==> src/rtl/ring_plane_polar_projection_core_macros.svh <==
// Assertion shorthands; clk_i and rst_ni must be in scope.
`ifndef RING_PLANE_POLAR_PROJECTION_CORE_MACROS_SVH
`define RING_PLANE_POLAR_PROJECTION_CORE_MACROS_SVH

// Same-cycle implication.
`define RPPC_ASSERT_IMPL(lbl, ante, cons, msg) \
  lbl: assert property (@(posedge clk_i) disable iff (!rst_ni) (ante) |-> (cons)) \
    else $error(msg);

// Next-cycle implication.
`define RPPC_ASSERT_NEXT(lbl, ante, cons, msg) \
  lbl: assert property (@(posedge clk_i) disable iff (!rst_ni) (ante) |=> (cons)) \
    else $error(msg);

`endif

==> src/rtl/rppc_pkg.sv <==
package rppc_pkg;

  localparam int IN_W  = 40;
  localparam int OUT_W = 41;
  localparam int LON_W = 26;
  localparam int ANG_W = 28;
  localparam int XY_W  = 58;
  localparam int Z_W   = 38;
  localparam int IDX_W = 6;

  localparam logic [31:0] GAIN_Q32 = 32'h9B74EDA8;
  localparam logic [33:0] RAD_Q24  = 34'd961263669;

  localparam logic signed [ANG_W-1:0] QUARTER_TURN = 28'sd5898240;
  localparam logic signed [ANG_W-1:0] HALF_TURN    = 28'sd11796480;
  localparam logic signed [ANG_W-1:0] FULL_TURN    = 28'sd23592960;
  localparam logic signed [Z_W-1:0]   Z_HALF_TURN  = 38'sd3019898880;

  typedef enum logic [2:0] {
    OP_NONE     = 3'd0,
    OP_LOAD_FWD = 3'd1,
    OP_LOAD_INV = 3'd2,
    OP_MUL_LO   = 3'd3,
    OP_MUL_HI   = 3'd4,
    OP_SETUP    = 3'd5,
    OP_ITER     = 3'd6
  } cordic_op_e;

  typedef struct packed {
    cordic_op_e op;
    logic       vector_mode;
    logic       negate;
  } cordic_ctl_t;

  typedef struct packed {
    logic last_iter;
  } cordic_sts_t;

  // atan(2^-i) in Q24 degrees
  function automatic logic signed [Z_W-1:0] atan_step(input logic [IDX_W-1:0] i);
    logic [33:0] acc;
    logic signed [Z_W-1:0] r;
    acc = RAD_Q24 + (34'd1 << (i - IDX_W'(1)));
    r = $signed(Z_W'(acc >> i));
    case (i)
      6'd0:    r = 38'sd754974720;
      6'd1:    r = 38'sd445687602;
      6'd2:    r = 38'sd235489088;
      6'd3:    r = 38'sd119537938;
      6'd4:    r = 38'sd60000934;
      6'd5:    r = 38'sd30029717;
      6'd6:    r = 38'sd15018523;
      6'd7:    r = 38'sd7509720;
      6'd8:    r = 38'sd3754917;
      6'd9:    r = 38'sd1877466;
      6'd10:   r = 38'sd938734;
      default: r = r;
    endcase
    return r;
  endfunction

endpackage

==> src/rtl/ring_plane_polar_projection_core.sv <==
// channel | dir | handshake            | fields
// config  | in  | cfg_we_i             | cfg_idx_i, cfg_data_i
// request | in  | start high, busy low | kind_i, radius_in_i, longitude_in_i, x_in_i, y_in_i
// result  | out | valid_o, one cycle   | x_out_o, y_out_o, radius_out_o, longitude_out_o, good_o
//
// Steps per item, in order, from acceptance to the strobe; the next item is taken at the strobe.
// Forward: angle wrap, multiply low/high, setup, CORDIC iterations, done; negative radius: done.
// Inverse: CORDIC iterations, multiply low/high, post, angle wrap, done; origin: angle wrap, done.
// Both directions use the shared shift-add CORDIC iterations; the gain multiply uses one
// 32x32 multiplier in two passes. busy is high from acceptance until the result strobe.
// Reset clears the config registers and the stored last longitude; results are never stalled.
`include "ring_plane_polar_projection_core_macros.svh"

module ring_plane_polar_projection_core #(
  parameter int CORDIC_ITERATIONS = 32
) (
  input  logic                                clk_i,
  input  logic                                rst_ni,
  input  logic                                cfg_we_i,
  input  logic [1:0]                          cfg_idx_i,
  input  logic [rppc_pkg::LON_W-1:0]          cfg_data_i,
  input  logic                                start,
  output logic                                busy,
  input  logic                                kind_i,
  input  logic signed [rppc_pkg::IN_W-1:0]    radius_in_i,
  input  logic signed [rppc_pkg::LON_W-1:0]   longitude_in_i,
  input  logic signed [rppc_pkg::IN_W-1:0]    x_in_i,
  input  logic signed [rppc_pkg::IN_W-1:0]    y_in_i,
  output logic                                valid_o,
  output logic signed [rppc_pkg::OUT_W-1:0]   x_out_o,
  output logic signed [rppc_pkg::OUT_W-1:0]   y_out_o,
  output logic [rppc_pkg::OUT_W-1:0]          radius_out_o,
  output logic signed [rppc_pkg::LON_W-1:0]   longitude_out_o,
  output logic                                good_o
);
  import rppc_pkg::*;

  localparam logic [1:0] REG_CENTER = 2'd0;
  localparam logic [1:0] REG_CW     = 2'd1;
  localparam logic [1:0] REG_D180   = 2'd2;

  typedef enum logic [7:0] {
    S_IDLE   = 8'b0000_0001,
    S_WRAP   = 8'b0000_0010,
    S_MUL_LO = 8'b0000_0100,
    S_MUL_HI = 8'b0000_1000,
    S_SETUP  = 8'b0001_0000,
    S_ITER   = 8'b0010_0000,
    S_POST   = 8'b0100_0000,
    S_DONE   = 8'b1000_0000
  } state_e;

  state_e state_q, state_d;

  logic [LON_W-1:0]        center_q;
  logic                    cw_q, d180_q;
  logic [LON_W-1:0]        last_q, last_d;
  logic                    kind_q, kind_d, bad_q, bad_d, origin_q, origin_d;
  logic signed [ANG_W-1:0] ang_q, ang_d;
  logic                    valid_q, valid_d;

  logic signed [OUT_W-1:0] x_out_q, x_out_d, y_out_q, y_out_d;
  logic [OUT_W-1:0]        rad_out_q, rad_out_d;
  logic [LON_W-1:0]        lon_out_q, lon_out_d;
  logic                    good_q, good_d;

  cordic_ctl_t             ctl;
  cordic_sts_t             sts;
  logic signed [XY_W-1:0]  cx, cy, xsum, ysum;
  logic signed [Z_W-1:0]   cz, zsum;

  logic signed [ANG_W-1:0] c_ext, lon_ext, last_ext, quad_ang, post_t, fin_ang;
  logic                    quad_neg;

  rppc_cordic #(
    .CORDIC_ITERATIONS(CORDIC_ITERATIONS)
  ) u_cordic (
    .clk_i   (clk_i),
    .rst_ni  (rst_ni),
    .ctl_i   (ctl),
    .radius_i(radius_in_i),
    .x_i     (x_in_i),
    .y_i     (y_in_i),
    .angle_i (quad_ang),
    .x_o     (cx),
    .y_o     (cy),
    .z_o     (cz),
    .sts_o   (sts)
  );

  always_comb begin
    c_ext    = {{(ANG_W-LON_W){center_q[LON_W-1]}}, center_q};
    lon_ext  = {{(ANG_W-LON_W){longitude_in_i[LON_W-1]}}, longitude_in_i};
    last_ext = {{(ANG_W-LON_W){last_q[LON_W-1]}}, last_q};

    quad_neg = 1'b0;
    quad_ang = ang_q;
    if (ang_q > QUARTER_TURN) begin
      quad_neg = 1'b1;
      quad_ang = ang_q - HALF_TURN;
    end else if (ang_q < -QUARTER_TURN) begin
      quad_neg = 1'b1;
      quad_ang = ang_q + HALF_TURN;
    end

    zsum    = cz + Z_W'(128);
    post_t  = zsum[ANG_W+7:8];
    xsum    = cx + XY_W'(32768);
    ysum    = cy + XY_W'(32768);
    fin_ang = (d180_q && (ang_q > HALF_TURN)) ? ang_q - FULL_TURN : ang_q;
  end

  always_comb begin
    state_d   = state_q;
    kind_d    = kind_q;
    bad_d     = bad_q;
    origin_d  = origin_q;
    ang_d     = ang_q;
    last_d    = last_q;
    valid_d   = 1'b0;
    x_out_d   = x_out_q;
    y_out_d   = y_out_q;
    rad_out_d = rad_out_q;
    lon_out_d = lon_out_q;
    good_d    = good_q;
    ctl       = '{op: OP_NONE, vector_mode: kind_q, negate: quad_neg};

    case (state_q)
      S_IDLE: begin
        if (start) begin
          kind_d   = kind_i;
          bad_d    = 1'b0;
          origin_d = 1'b0;
          if (!kind_i) begin
            ctl.op  = OP_LOAD_FWD;
            ang_d   = cw_q ? c_ext - lon_ext : lon_ext - c_ext;
            last_d  = longitude_in_i;
            if (radius_in_i[IN_W-1]) begin
              bad_d   = 1'b1;
              state_d = S_DONE;
            end else begin
              state_d = S_WRAP;
            end
          end else begin
            ctl.op = OP_LOAD_INV;
            if (x_in_i == '0 && y_in_i == '0) begin
              origin_d = 1'b1;
              ang_d    = last_ext;
              state_d  = S_WRAP;
            end else begin
              state_d = S_ITER;
            end
          end
        end
      end
      S_WRAP: begin
        if (!kind_q) begin
          if (ang_q >= HALF_TURN) begin
            ang_d = ang_q - FULL_TURN;
          end else if (ang_q < -HALF_TURN) begin
            ang_d = ang_q + FULL_TURN;
          end else begin
            state_d = S_MUL_LO;
          end
        end else begin
          if (ang_q >= FULL_TURN) begin
            ang_d = ang_q - FULL_TURN;
          end else if (ang_q < 0) begin
            ang_d = ang_q + FULL_TURN;
          end else begin
            state_d = S_DONE;
          end
        end
      end
      S_MUL_LO: begin
        ctl.op  = OP_MUL_LO;
        state_d = S_MUL_HI;
      end
      S_MUL_HI: begin
        ctl.op  = OP_MUL_HI;
        state_d = kind_q ? S_POST : S_SETUP;
      end
      S_SETUP: begin
        ctl.op  = OP_SETUP;
        state_d = S_ITER;
      end
      S_ITER: begin
        ctl.op = OP_ITER;
        if (sts.last_iter) begin
          state_d = kind_q ? S_MUL_LO : S_DONE;
        end
      end
      S_POST: begin
        ang_d   = cw_q ? c_ext - post_t : c_ext + post_t;
        state_d = S_WRAP;
      end
      S_DONE: begin
        valid_d = 1'b1;
        state_d = S_IDLE;
        if (!kind_q) begin
          good_d    = !bad_q;
          x_out_d   = bad_q ? '0 : xsum[OUT_W+15:16];
          y_out_d   = bad_q ? '0 : ysum[OUT_W+15:16];
          rad_out_d = '0;
          lon_out_d = '0;
        end else begin
          good_d    = 1'b1;
          x_out_d   = '0;
          y_out_d   = '0;
          rad_out_d = origin_q ? '0 : xsum[OUT_W+15:16];
          lon_out_d = fin_ang[LON_W-1:0];
          last_d    = fin_ang[LON_W-1:0];
        end
      end
      default: begin
        state_d = S_IDLE;
      end
    endcase
  end

  always_ff @(posedge clk_i or negedge rst_ni) begin
    if (!rst_ni) begin
      state_q  <= S_IDLE;
      valid_q  <= 1'b0;
      center_q <= '0;
      cw_q     <= 1'b0;
      d180_q   <= 1'b0;
      last_q   <= '0;
      kind_q   <= 1'b0;
      bad_q    <= 1'b0;
      origin_q <= 1'b0;
    end else begin
      state_q  <= state_d;
      valid_q  <= valid_d;
      last_q   <= last_d;
      kind_q   <= kind_d;
      bad_q    <= bad_d;
      origin_q <= origin_d;
      if (cfg_we_i) begin
        case (cfg_idx_i)
          REG_CENTER: center_q <= cfg_data_i;
          REG_CW:     cw_q     <= cfg_data_i[0];
          REG_D180:   d180_q   <= cfg_data_i[0];
          default: begin
          end
        endcase
      end
    end
  end

  always_ff @(posedge clk_i) begin
    ang_q     <= ang_d;
    x_out_q   <= x_out_d;
    y_out_q   <= y_out_d;
    rad_out_q <= rad_out_d;
    lon_out_q <= lon_out_d;
    good_q    <= good_d;
  end

  assign busy            = (state_q != S_IDLE);
  assign valid_o         = valid_q;
  assign x_out_o         = x_out_q;
  assign y_out_o         = y_out_q;
  assign radius_out_o    = rad_out_q;
  assign longitude_out_o = lon_out_q;
  assign good_o          = good_q;

  `RPPC_ASSERT_IMPL(a_strobe_not_busy, valid_o, !busy, "result strobe while busy")
  `RPPC_ASSERT_NEXT(a_done_strobes, state_q == S_DONE, valid_o, "finished item gave no strobe")
  `RPPC_ASSERT_NEXT(a_accept_busy, start && !busy, busy, "accepted item did not start")
  `RPPC_ASSERT_IMPL(a_bad_zero, valid_o && !good_o,
                    x_out_o == '0 && y_out_o == '0 && radius_out_o == '0 && longitude_out_o == '0,
                    "failed item has nonzero fields")

endmodule

==> src/rtl/rppc_cordic.sv <==
module rppc_cordic #(
  parameter int CORDIC_ITERATIONS = 32
) (
  input  logic                                   clk_i,
  input  logic                                   rst_ni,
  input  rppc_pkg::cordic_ctl_t                  ctl_i,
  input  logic signed [rppc_pkg::IN_W-1:0]       radius_i,
  input  logic signed [rppc_pkg::IN_W-1:0]       x_i,
  input  logic signed [rppc_pkg::IN_W-1:0]       y_i,
  input  logic signed [rppc_pkg::ANG_W-1:0]      angle_i,
  output logic signed [rppc_pkg::XY_W-1:0]       x_o,
  output logic signed [rppc_pkg::XY_W-1:0]       y_o,
  output logic signed [rppc_pkg::Z_W-1:0]        z_o,
  output rppc_pkg::cordic_sts_t                  sts_o
);
  import rppc_pkg::*;

  localparam int CntW = $clog2(CORDIC_ITERATIONS);

  logic signed [XY_W-1:0] x_q, x_d, y_q, y_d;
  logic signed [Z_W-1:0]  z_q, z_d;
  logic [63:0]            m_q, m_d;
  logic [CntW-1:0]        cnt_q, cnt_d;

  logic signed [XY_W-1:0] xs, ys, x_ld, y_ld, r_ld;
  logic signed [Z_W-1:0]  at;
  logic                   rot_pos;
  logic [31:0]            mul_a;
  logic [63:0]            prod;

  always_comb begin
    xs      = x_q >>> cnt_q;
    ys      = y_q >>> cnt_q;
    at      = atan_step(IDX_W'(cnt_q));
    rot_pos = ctl_i.vector_mode ? y_q[XY_W-1] : ~z_q[Z_W-1];
    x_ld    = {{(XY_W-IN_W-16){x_i[IN_W-1]}}, x_i, 16'h0000};
    y_ld    = {{(XY_W-IN_W-16){y_i[IN_W-1]}}, y_i, 16'h0000};
    r_ld    = {{(XY_W-IN_W-16){radius_i[IN_W-1]}}, radius_i, 16'h0000};
    mul_a   = (ctl_i.op == OP_MUL_LO) ? x_q[31:0] : 32'(x_q[XY_W-1:32]);
    prod    = 64'(mul_a) * 64'(GAIN_Q32);

    x_d   = x_q;
    y_d   = y_q;
    z_d   = z_q;
    m_d   = m_q;
    cnt_d = cnt_q;
    case (ctl_i.op)
      OP_LOAD_FWD: begin
        x_d = r_ld;
      end
      OP_LOAD_INV: begin
        cnt_d = '0;
        if (x_i[IN_W-1]) begin
          x_d = -x_ld;
          y_d = -y_ld;
          z_d = Z_HALF_TURN;
        end else begin
          x_d = x_ld;
          y_d = y_ld;
          z_d = '0;
        end
      end
      OP_MUL_LO: begin
        m_d = prod;
      end
      OP_MUL_HI: begin
        x_d = $signed(XY_W'(prod + (m_q >> 32)));
      end
      OP_SETUP: begin
        cnt_d = '0;
        x_d   = ctl_i.negate ? -x_q : x_q;
        y_d   = '0;
        z_d   = {{(Z_W-ANG_W-8){angle_i[ANG_W-1]}}, angle_i, 8'h00};
      end
      OP_ITER: begin
        cnt_d = cnt_q + CntW'(1);
        if (rot_pos) begin
          x_d = x_q - ys;
          y_d = y_q + xs;
          z_d = z_q - at;
        end else begin
          x_d = x_q + ys;
          y_d = y_q - xs;
          z_d = z_q + at;
        end
      end
      default: begin
      end
    endcase
  end

  always_ff @(posedge clk_i or negedge rst_ni) begin
    if (!rst_ni) begin
      cnt_q <= '0;
    end else begin
      cnt_q <= cnt_d;
    end
  end

  always_ff @(posedge clk_i) begin
    x_q <= x_d;
    y_q <= y_d;
    z_q <= z_d;
    m_q <= m_d;
  end

  assign x_o             = x_q;
  assign y_o             = y_q;
  assign z_o             = z_q;
  assign sts_o.last_iter = (cnt_q == CntW'(CORDIC_ITERATIONS - 1));

endmodule
==> config.mk <==
export PLATFORM = sky130hd
export DESIGN_NAME = ring_plane_polar_projection_core
export DESIGN_NICKNAME = d
export VERILOG_FILES = /design/src/rtl/rppc_pkg.sv /design/src/rtl/ring_plane_polar_projection_core.sv /design/src/rtl/rppc_cordic.sv
export VERILOG_INCLUDE_DIRS = /design/src /design/src/rtl
export SDC_FILE = /design/constraint.sdc
export NUM_CORES = 2
export LEC_CHECK = 0
export BUFFER_PORTS_ARGS = -buffer_cell sky130_fd_sc_hd__buf_4
export CAP_MARGIN = 20
export CORE_MARGIN = 2
export CORE_UTILIZATION = 60
export CTS_BUF_LIST = sky130_fd_sc_hd__clkbuf_8
export DETAILED_ROUTE_END_ITERATION = 12
export PLACE_DENSITY = 0.74
export SYNTH_ARGS = -nofsm -noshare
export SYNTH_HDL_FRONTEND = slang
export SYNTH_SLANG_ARGS = --single-unit
==> constraint.sdc <==
create_clock -name clk_i -period 12.74 [get_ports clk_i]
set_input_delay 2.548 -clock clk_i [delete_from_list [all_inputs] [get_ports clk_i]]
set_output_delay 2.548 -clock clk_i [all_outputs]
set_load 0.005 [all_outputs]
* Word-level counts from Yosys, hierarchy flattened *
Cells that the tools add are included.

word-level totals
  bits in registers = 464
  latch bits = 0
  memory bits (writable) = 0
  ROM bits = 0
  input port bits = 179
  output and inout bits = 152
  memories = 0

cells by class
  add/subtract/negate cells = 24
  $mul = 1
  div/mod/pow operators = 0
  order comparisons = 7
  equality and inequality tests = 40
  shifts and indexed selects = 4
  muxes and demuxes = 55
  bitwise operators = 2
  reduce and logical (&&, ||, !) cells = 23

operator list
  cell                      count
  $pmux W38 S11             1
  $mux W28                  12
  $mux W58                  5
  $pmux W58 S5              1
  $pmux W58 S3              1
  $add A58 B58 Y58          2
  $neg A56 Y58              2
  $sshr A58 B5 Y58          2
  $sub A58 B58 Y58          2
  $add A57 B17 Y57 const B  2
  $pmux W38 S3              1
  $mux W26                  4
  $pmux W28 S3              1
  $logic_not A40 Y1         2
  $mux W8                   10
  $mux W32                  2
  $mul A32 B29 Y61 const B  1
  $add A58 B32 Y58          1
  $neg A58 Y58              1
  $pmux W8 S7               1
  $sub A26 B26 Y27          2
  $pmux W26 S2              1
  $add A38 B38 Y38          1
  $mux W38                  1
  other kinds (61)          97

* Depth between registers and ports, before layout *
  depth in word-level cells = 8
  gate-level depth with buffers = 45
  depth with buffers taken out = 43

* By module *
From an unflattened synthesis, not the netlist that was laid out.

second synthesis, totals
  cells, all modules = 8479
  area total of the unflattened synthesis = 73017.5 µm²

by module, submodules not included
  module                            times used  cells an instance  area each (µm²)  sequential area each (µm²)
  rppc_cordic                       1           6543               55615.8          5710.5
  ring_plane_polar_projection_core  1           1936               17401.7          6998.0

* Least setup slack after synthesis *
No wires, ideal clock.

  kind = register to register
  start point = reg state_q[4]
  end point = reg u_cordic.x_q[57] (netlist: u_cordic.x_o[57]) (data pin)
  data arrival time = 10.688 ns
  required time = 12.469 ns
  setup slack = 1.782 ns
  cell stages (with the launch flop) = 35
  path through = dfrtp_1 > clkbuf_1 > nor3_1 > nand2_1 > nor4b_1 > clkbuf_1 > nand2_1 > nand2_1 > inv_1 > fa_1 > fa_1 > inv_1 > fa_1 > fa_1 > fa_1 > fa_1 > fa_1 > inv_1 > fa_1 > inv_1 > ha_1 > clkbuf_1 > a21oi_1 > o21ai_1 > a211oi_1 > nor2_1 > o311a_1 > a211o_1 > or4_1 > nand4bb_1 > nor3_2 > nand2_1 > nor3_1 > xnor2_1 > o221ai_2

between the ends
  word-level cells in the longest chain between the ends = 7
  elaborated cells between the ends (all ways) = 16
  classes of those cells = add/sub (1); mul (1); eq/ne (11); mux (3)

ends and longest elaborated chain
  what                                        RTL line                                 source
  start, declared                             ring_plane_polar_projection_core.sv:53   state_e state_q, state_d;
  start signal, assigned                      ring_plane_polar_projection_core.sv:233  state_q <= state_d;
  $eq A8 B6 Y1, or another cell as far along  ring_plane_polar_projection_core.sv:128  case (state_q)
  $pmux W3 S5 (*)                             ring_plane_polar_projection_core.sv:128
  $eq A3 B2 Y1                                rppc_cordic.sv:39                        mul_a = (ctl_i.op == OP_MUL_LO) ? x_q[31:0] : 32'(x_q[XY_W-1:32]);
  $mux W32                                    rppc_cordic.sv:39
  $mul A32 B29 Y61                            rppc_cordic.sv:40                        prod = 64'(mul_a) * 64'(GAIN_Q32);
  $add A58 B32 Y58                            rppc_cordic.sv:67                        x_d = $signed(XY_W'(prod + (m_q >> 32)));
  $pmux W58 S5 (*)                            rppc_cordic.sv:47                        case (ctl_i.op)
  named net u_cordic.x_d[57]                  rppc_cordic.sv:20                        logic signed [XY_W-1:0] x_q, x_d, y_q, y_d;
  end signal, assigned                        rppc_cordic.sv:101                       x_q <= x_d;
  end, declared                               rppc_cordic.sv:20

The timed path passes the listed nets; every way through them passes the cells marked *.
A chain may end at the register's enable or synchronous reset.

* Final worst setup path *
Same ends and word-level chain as after synthesis.

==> impl_summary.md <==
Outcome
The flow ran to the end, and the final reports show no timing, DRC or antenna violations.

Clock network
Counting the buffers created by CTS gives 82. The TritonCTS sink count is 435. The number of H-tree levels is 3. No sink is reached through more buffers than the 3 on the longest clock path. The CTS tree is built.

Clock-pin slew was measured on the worst setup and hold paths at 70 ps. Buffers added to address setup during post-CTS repair amount to 0. The root buffer cell is sky130_fd_sc_hd__clkbuf_8. The post-cts repair resize count is 0. The number of hold buffers added after CTS was 0. Clock latency on the worst-skew pair, taken at its later pin, is 800 ps.

Synthesis
The number of synthesized flops with an enable pin is 364. Counting distinct cell types in the post-synthesis netlist gives 118. After synthesis, the share of flip-flops with an asynchronous set or reset is 0.163. The number of storage elements in the synthesis netlist is 435. The synthesized area is 69,500 um2. The most used flip-flop cell after synthesis is sky130_fd_sc_hd__edfxtp_1.

The post-synthesis net count is 9,262. Averaged over all synthesized cells, the footprint is 8.70 um2. The number of instances in the synthesized netlist is 7,986. The Yosys warning count is 0. The share of the Yosys chip area taken by registers is 0.183.

Layout
The area added between synthesis and finish is 7.88%. The library cell used most frequently in the layout, excluding fill and tap cells, is sky130_fd_sc_hd__inv_1. The library cells used most frequently in the layout, excluding fill and tap cells, are sky130_fd_sc_hd__inv_1 (904), sky130_fd_sc_hd__nor2_1 (642), sky130_fd_sc_hd__ha_1 (640), sky130_fd_sc_hd__nand2_1 (635), sky130_fd_sc_hd__a21oi_1 (464). Once layout is complete, the utilization of the core stands at 0.654.

The proportion of layout cells with a drive suffix above 1 is 0.111. The count of filler cells inserted in the layout is 9,794. The final non-filler cell total is 9,729. After the last flow step, the layout net total stands at 9,414.

STA
The final hold violation count is 0. Subtracting the final worst setup slack from the clock period gives 11,600 ps. The part of the cycle the worst path needs is 0.910. Setup repair after global routing left no endpoint under its margin.

The transition at the pin with the smallest max-transition slack is 1210 ps. Measured against its own limit, the worst slew margin works out to 0.185. The final-layout setup total negative slack is 0 ps. The count of endpoints failing setup in the final report is 0. The number of slew-limit violations in the final report is 0. The final worst setup slack is 1140 ps.

The setup skew after layout is 62.7 ps. The fmax is 86.2 MHz.

Floorplanning
331 I/O pins were placed. The area of the die is 119,000 um2. The initial utilization of the core area, before any placement, comes to 0.606. The core region is 115,000 um2.

Row generation in the floorplan step produced 124 rows. In this run the horizontal extent of the chip is 344 um. The y dimension of the die is 344 um.

Routing
The wire length per cell is 27.1 um. The detailed router used layers up to and including met5. The number of DRC markers in iteration 0 is 8,221.

Once detail routing completed, the nets flagged for antenna violations numbered 0. The routed wire length is 264,000 um. The number of vias per cell after detailed routing is 6.67. The number of remaining DRC errors is 0. The detailed-routing iteration count for the pre-antenna-repair pass is 10. Summed over all nets, wire length on met3 after detailed routing comes to 31,600 um.

In the final routing, the length of wire on met1 measures 98,500 um. The total number of vias is 64,900. Summed over all nets, wire length on met2 after detailed routing comes to 116,000 um.

Setup path
In this run the worst path has a maximum fanout of 32. The critical path's most frequent cell is sky130_fd_sc_hd__fa_1. The critical path is of the flip-flop to flip-flop type. On the critical path, the stage with the largest delay is an instance of sky130_fd_sc_hd__mux2i_1. The biggest cell delay along the critical path is 660 ps. The critical path arrival is 12,110 ps. The worst setup path is captured at a flip-flop. At the worst endpoint, the required time is 13,250 ps. The startpoint kind of the worst setup timing path is a flip-flop.

Flow run
The max capacitance violation total is 0.

Place
The pre-CTS setup slack is 1410 ps. Once detailed placement completed, the half-perimeter wirelength came to 213,000 um. The count of buffers inserted at the top-level ports is 330. The congestion estimate from routability-driven global placement came to 1.10.

In this run, placement finished with an instance count of 9,562.

Global route
The first global-routing pass estimated 389,000 um of wire. The global routing usage summed across all routing layers is 0.439. Entering global routing, the biggest net connects 91 pins.

The number of antenna violations at the first check in global routing came to 29. The number of global-route vias before repair came to 62,400. For this run the aggregate overflow at the end of global routing stands at 0.

Min path
The tightest min-delay check is of the flip-flop to flip-flop type.
logic make-up after synthesis:
| group | Yosys count | synth area share |
|---|---|---|
| adders and majority gates | 1097 | 0.247 |
| DFF | 435 | 0.183 |
| muxes | 369 | 0.0809 |
| xor gates and xnor gates | 694 | 0.0877 |
| AOI/OAI and AO/OA | 1940 | 0.180 |
| buffers and inverters | 1282 | 0.0726 |
| and+or+nand+nor | 2169 | 0.148 |
layout make-up:
class                   instances  area, um2  area share
repair buffers                458       3480      0.0465
multi-input cells            6269      51800       0.691
diodes                         14       35.0    0.000468
clock buffers                  84       1160      0.0154
well taps                    1512       1890      0.0252
flip-flops and latches        435      12700       0.170
inverters                     892       3360      0.0449
clock inverters                65        484     0.00646
stage by stage:
step                hold WS (ps)  instance area (um2)
floorplan                    450                69500
global placement             468                73200
finish                       489                74900
CTS                          494                74800
global route                 517                74900
detailed placement           480                73200
worst paths after layout:
kind / from / endpoint / slack, ps / cells past startpoint
worst max-delay path: state_q[4]$_DFFE_PN0P_ / u_cordic.x_o[57]$_DFFE_PP_ / 1140 / 31
worst min-delay path: last_q[21]$_DFFE_PN0P_ / last_q[21]$_DFFE_PN0P_ / 490 / 2
worst max register to register: state_q[4]$_DFFE_PN0P_ / u_cordic.x_o[57]$_DFFE_PP_ / 1140 / 31
worst min register to register: last_q[21]$_DFFE_PN0P_ / last_q[21]$_DFFE_PN0P_ / 490 / 2
max in group asynchronous: rst_ni / u_cordic.cnt_q[3]$_DFFE_PN0P_ / 10410 / 2
min in group asynchronous: rst_ni / center_q[4]$_DFFE_PN0P_ / 1670 / 1
registers in the layout, summed over array words and instances, names as in the netlist:
name             flops
u_cordic.x_o        58
u_cordic.y_o        58
radius_out_o        41
x_out_o             41
y_out_o             41
u_cordic.z_o        38
u_cordic.m_q        32
ang_q               28
center_q            26
last_q              26
longitude_out_o     26
state_q              8
u_cordic.cnt_q       5
bad_q                1
cw_q                 1
d180_q               1
good_o               1
kind_q               1
origin_q             1
valid_o              1
cell usage after synthesis (all sizes together), types with 14 or more instances:
cell    number  share of area
inv        889          0.048
nor2       649          0.035
ha         640           0.12
nand2      636          0.034
a21oi      468          0.034
o21ai      458          0.033
fa         457           0.13
edfxtp     364           0.16
xor2       355          0.045
xnor2      338          0.043
clkbuf     270          0.015
a21o       180          0.019
nand3      158          0.012
mux4       143          0.046
mux2i      141          0.021
nor3       141          0.011
buf        120         0.0098
o22ai      118          0.011
a31oi       93         0.0086
mux2        85          0.014
nor2b       82         0.0074
and3        77         0.0069
o31ai       72         0.0082
dfrtp       70          0.025
or3         69         0.0064
nand2b      67         0.0060
a211oi      63         0.0069
and2        61         0.0055
o21a        61         0.0066
nand4       58         0.0052
o211ai      58         0.0063
nor4        43         0.0041
o21bai      40         0.0043
a221oi      31         0.0040
a22oi       31         0.0034
or2         29         0.0027
o221ai      23         0.0030
a211o       22         0.0028
or4         22         0.0024
nor3b       21         0.0023
o41ai       19         0.0024
a21boi      18         0.0020
nand3b      16         0.0021
o32ai       15         0.0020
a31o        14         0.0018
critical path: cells and delay by family (launching register included):
kind                       cells  cell delay (ps)
DFF                            1              450
muxes                          1              660
and+or+nand+nor                9             3280
adders and majority gates      9             4470
xor gates and xnor gates       2              490
AOI/OAI and AO/OA              4              830
buffers and inverters          6             1080
metal layers:
metal,vias up,GRT usage
met5,-,0.00120
met1,31400,0.554
met3,871,0.132
met4,22,0.238
li1,28600,-
met2,3991,0.675
Power is not shown: default switching activity piles up to over one toggle a cycle in this logic, so the estimate is an artifact.
